### config.mk
export PLATFORM = sky130hd
export DESIGN_NAME = dwsr_cell
export DESIGN_NICKNAME = d
export VERILOG_FILES = /design/src/rtl/dwsr_pkg.sv /design/src/rtl/dwsr_cell.sv
export SDC_FILE = /design/constraint.sdc
export NUM_CORES = 1
export LEC_CHECK = 0
export BUFFER_PORTS_ARGS = -buffer_cell sky130_fd_sc_hd__clkbuf_2
export CORE_ASPECT_RATIO = 1.5
export CORE_MARGIN = 4
export CORE_UTILIZATION = 44
export CTS_CLUSTER_SIZE = 16
export DETAILED_ROUTE_END_ITERATION = 8
export PLACE_DENSITY = 0.81
export SETUP_SLACK_MARGIN = 0.1
export SYNTH_ARGS = -nofsm -noshare
export SYNTH_HDL_FRONTEND = slang
export SYNTH_SLANG_ARGS = --single-unit
export TNS_END_PERCENT = 30
### constraint.sdc
create_clock -name clk_i -period 2.9 [get_ports clk_i]
set_clock_uncertainty 0.2 [all_clocks]
set_input_delay 0.29 -clock clk_i [delete_from_list [all_inputs] [get_ports clk_i]]
set_output_delay 0.29 -clock clk_i [all_outputs]
set_load 0.01 [all_outputs]
### src/rtl/dwsr_pkg.sv
package dwsr_pkg;

  // default sizes of the store
  localparam int unsigned DepthDef     = 64;
  localparam int unsigned DataWidthDef = 32;

  // fixed field widths of the stream payloads
  localparam int unsigned OpW     = 2;
  localparam int unsigned ValueW  = 32;
  localparam int unsigned PosW    = 6;
  localparam int unsigned StatusW = 3;
  localparam int unsigned LenW    = 7;

  localparam int unsigned InDataW  = 40;
  localparam int unsigned InUserW  = 3;
  localparam int unsigned OutDataW = 40;
  localparam int unsigned OutUserW = 3;

  // request operations
  typedef enum logic [OpW-1:0] {
    OP_PUSH   = 2'd0,
    OP_POP    = 2'd1,
    OP_READ   = 2'd2,
    OP_REMOVE = 2'd3
  } op_e;

  // result status codes
  typedef enum logic [StatusW-1:0] {
    ST_OK       = 3'd0,
    ST_EMPTY    = 3'd1,
    ST_RANGE    = 3'd2,
    ST_NOTFOUND = 3'd3,
    ST_FULL     = 3'd4
  } status_e;

  // end selector
  localparam logic END_HEAD = 1'b0;
  localparam logic END_TAIL = 1'b1;

  // controller states
  typedef enum logic [1:0] {
    S_IDLE = 2'd0,
    S_SCAN = 2'd1,
    S_DONE = 2'd2
  } state_e;

  // commands broadcast to every cell of the chain
  typedef struct packed {
    logic shift_up;    // every cell takes its lower neighbour (push at head)
    logic shift_down;  // every cell takes its upper neighbour (pop at head)
    logic load_tail;   // the cell at the fill level takes the key
    logic scan_clear;  // clear match flags before a scan
    logic scan_step;   // one ripple step of flags and read data
    logic compact;     // close the gap left by a removed entry
    logic tail_mode;   // search runs from the tail end
  } cell_ctrl_t;

endpackage

### src/rtl/dwsr_cell.sv
module dwsr_cell #(
  parameter int unsigned DATA_WIDTH = dwsr_pkg::DataWidthDef,
  parameter int unsigned CNT_W      = 7,
  parameter int unsigned CELL_IDX   = 0
) (
  input  logic                   clk_i,
  input  dwsr_pkg::cell_ctrl_t   ctrl_i,
  input  logic [CNT_W-1:0]       count_i,
  input  logic [CNT_W-1:0]       tgt_i,
  input  logic [DATA_WIDTH-1:0]  key_i,
  input  logic [DATA_WIDTH-1:0]  prev_data_i,
  input  logic [DATA_WIDTH-1:0]  next_data_i,
  input  logic                   prev_flag_i,
  input  logic                   next_flag_i,
  input  logic [DATA_WIDTH-1:0]  next_rd_i,
  output logic [DATA_WIDTH-1:0]  data_o,
  output logic                   flag_o,
  output logic [DATA_WIDTH-1:0]  rd_o
);

  localparam logic [CNT_W-1:0] Idx = CNT_W'(CELL_IDX);

  logic [DATA_WIDTH-1:0] data_q, data_d;
  logic                  flag_q, flag_d;
  logic [DATA_WIDTH-1:0] rd_q, rd_d;
  logic                  match;
  logic                  sel;
  logic                  take_next;

  // local match against the key, only for held entries
  assign match = (Idx < count_i) && (data_q == key_i);
  assign sel   = (Idx == tgt_i);

  // head search: this cell is at or past the hit; tail search: no hit above
  assign take_next = ctrl_i.tail_mode ? !next_flag_i : flag_q;

  // next cell contents
  always_comb begin
    data_d = data_q;
    flag_d = flag_q;
    rd_d   = rd_q;
    if (ctrl_i.shift_up) begin
      data_d = prev_data_i;
    end else if (ctrl_i.shift_down) begin
      data_d = next_data_i;
    end else if (ctrl_i.load_tail && (Idx == count_i)) begin
      data_d = key_i;
    end else if (ctrl_i.compact && take_next) begin
      data_d = next_data_i;
    end
    if (ctrl_i.scan_clear) begin
      flag_d = 1'b0;
    end else if (ctrl_i.scan_step) begin
      flag_d = (ctrl_i.tail_mode ? next_flag_i : prev_flag_i) | match;
      rd_d   = sel ? data_q : next_rd_i;
    end
  end

  // cell registers
  always_ff @(posedge clk_i) begin
    data_q <= data_d;
    flag_q <= flag_d;
    rd_q   <= rd_d;
  end

  assign data_o = data_q;
  assign flag_o = flag_q;
  assign rd_o   = rd_q;

endmodule
==> impl_metrics.json <==
{
  "cp_top_family": "multiplexers",
  "vias_per_cell": 5.042,
  "final_cell_mix": "216 x clkbuf_2, 64 x edfxtp_1, 50 x mux2_2",
  "vdd_drop_max_mv": 0.3628,
  "path_cells": "clkbuf_2 -> nor4_4 -> nand4b_4 -> buf_4 -> mux2_4 -> mux2_2",
  "cap_viol_max_count": 0,
  "crit_path_top_delay_cell": "nor4_4",
  "clkSinkCount": 65,
  "path_buf_inv": 2,
  "endpoint_kind": "flop",
  "die_h_um": 118.6,
  "synthesis.area_mm2": 0.003587,
  "finalNonFillerCells": 598,
  "io_buffers": 216,
  "overflow": 0,
  "synth_warnings": 0,
  "core_area_mm2": 0.007958,
  "clockBufferDepth": 2,
  "grtUsageTotal_pct": 22.31,
  "gp_congestion": 0.7948,
  "dp_hpwl_um": 8376,
  "drt.antenna.violating_nets": 0,
  "worstPathMaxFanout": 32,
  "hold_violations": 0,
  "fillers": 637,
  "firstDrtPassIters": 4,
  "antenna_found_initial": 0,
  "grt_pass1_wl_um": 16040,
  "start_util_pct": 45.08,
  "power_density_mw_per_mm2": 511.5,
  "fin_crit_sh_pct": 66.77,
  "status": "finished, final reports clean",
  "r2r_slack_ns": 1.13,
  "drive_above_1_share_pct": 61.26,
  "cts_tree": "done",
  "fmax_mhz": 516.4,
  "grt_max_degree": 50,
  "clockRootBuffer": "clkbuf_16",
  "worst_pin_slew_ns": 0.6977,
  "post_cts_resized": 0,
  "h-tree-depth": 3,
  "slew_headroom_pct": 53.45,
  "cp.required_ns": 2.77,
  "worst-setup-path-type": "in -> reg",
  "die-area_mm2": 0.009691,
  "postSynthAreaPerCell_um2": 13.29,
  "num_rows": 40,
  "wl_um": 10800,
  "synth_fp_nets": 422,
  "cts_buffers": 9,
  "clk_latency_ns": 0.33,
  "drv_slew": 0,
  "ctsHoldBuffers": 0,
  "areaGrowthSynthToFinish_pct": 41.44,
  "drc": 0,
  "layout.nets": 640,
  "fin_tns_setup_ns": 0,
  "clk_pin_slew_worst_paths_ns": 0.06,
  "synth-seq-area-share_pct": 54.13,
  "crit_arrival_ns": 1.81,
  "syn_inst": 270,
  "setup_violations": 0,
  "dp.cells": 582,
  "pin_count": 217,
  "wl_per_cell_um": 18.06,
  "hold_path.class": "in -> reg",
  "rsz0062_at_grt": "false",
  "crit_path_max_incr_delay_ns": 0.38,
  "synth_cell_type_count": 27,
  "startpoint_type": "input pin",
  "p_leak_nw": 2.374,
  "fin_crit_ns": 1.936,
  "synth_seq_cells": 65,
  "final_common_cell": "clkbuf_2",
  "via_count": 3015,
  "cts_setup_buffers": 0,
  "grt_pass1_vias": 3173,
  "antennaDiodeCount": 0,
  "first_iter_violations": 196,
  "die_w_um": 81.73
}
==> report_power, final <==
group	internal, W	leakage [nW]	switching (W)
clock	0.000661	0.140	0.000376
sequential	0.00111	0.634	0.0000482
combinational	0.000210	1.60	0.000188
==> flip-flops by register name, indices dropped and copies added (netlist names) <==
name,flops
flag_o,1
data_o,32
rd_o,32
==> cell usage after synthesis <==
| cell | number | area, um^2 |
|---|---|---|
| edfxtp_1 | 64 | 1922 |
| mux2_2 | 50 | 563.0 |
| a21oi_1 | 34 | 170.2 |
| xor2_1 | 30 | 262.8 |
| nand2_1 | 20 | 75.07 |
| nor2b_1 | 18 | 112.6 |
| mux2_4 | 12 | 180.2 |
| nor4_1 | 8 | 50.05 |
| clkbuf_1 | 6 | 22.52 |
| buf_1 | 4 | 15.01 |
| nand3_1 | 3 | 15.01 |
| buf_2 | 2 | 10.01 |
| buf_6 | 2 | 22.52 |
| nand4_1 | 2 | 12.51 |
| nor3_1 | 2 | 10.01 |
| xnor2_1 | 2 | 17.52 |
| a31o_2 | 1 | 8.760 |
| and4b_1 | 1 | 10.01 |
| dfxtp_1 | 1 | 20.02 |
| nand2b_1 | 1 | 6.260 |
| nand4b_4 | 1 | 23.77 |
| nor2_1 | 1 | 3.750 |
| nor3_2 | 1 | 10.01 |
| nor4_4 | 1 | 21.27 |
| o211ai_1 | 1 | 7.510 |
| o21bai_1 | 1 | 7.510 |
| o31ai_1 | 1 | 7.510 |
==> worst reg2reg max path, cell delays in order, from the launching register on <==
cell and delay (ns):
edfxtp_1 0.44, xor2_1 0.18, nor4_1 0.41, nand4_1 0.24, o31ai_1 0.22
==> final cells by class <==
cell class | count | area [um^2] | share of cell area [%]
Clock buffer | 12 | 236.5 | 4.661
Clock inverter | 4 | 45.04 | 0.8878
Multi-Input combinational cell | 191 | 1588 | 31.29
Sequential cell | 65 | 1942 | 38.27
Tap cell | 105 | 131.4 | 2.589
Timing Repair Buffer | 221 | 1131 | 22.29
==> kinds of logic after synthesis <==
| kind of cell | count (synthesis) | synth area share [%] |
|---|---|---|
| buf+inv | 14 | 1.953 |
| simple gates | 59 | 9.766 |
| xor+xnor | 32 | 7.813 |
| mux | 62 | 20.72 |
| compound gates | 38 | 5.616 |
| flops | 65 | 54.13 |
==> routing by layer <==
| metal | wire length [um] | share of wire [%] | GRT usage (%) |
|---|---|---|---|
| met1 | 3847 | 36 | 24.46 |
| met2 | 5844 | 54 | 39.78 |
| met3 | 796 | 7.4 | 4.573 |
| met4 | 308 | 2.9 | 10.08 |
| met5 | 0 | 0 | 0 |
==> worst paths after layout <==
path                                           start              endpoint  cells after the start
worst min-delay path                   next_rd_i[16]    rd_o[16]$_DFFE_PP_                      2
worst max register to register  data_o[24]$_DFFE_PP_   flag_o$_SDFFE_PP0P_                      4
worst max-delay path                      count_i[3]  data_o[27]$_DFFE_PP_                      6
worst min register to register  data_o[23]$_DFFE_PP_    rd_o[23]$_DFFE_PP_                      1
==> metrics by stage <==
step	hold slack (ns)	total power, W	worst slack, ns	utilization (%)	area, um^2
global placement	0.3901	0.001565	0.6616	60.22	4792
global route	0.05659	0.002699	0.8675	63.76	5074
floorplan	0.3087	0.001354	0.5323	-	3587
finish	0.06424	0.002595	0.9637	63.76	5074
CTS	0.05660	0.002614	0.9604	63.76	5074
detailed placement	0.3945	0.001579	0.6229	60.22	4792
(Power assumes the default switching activity.)
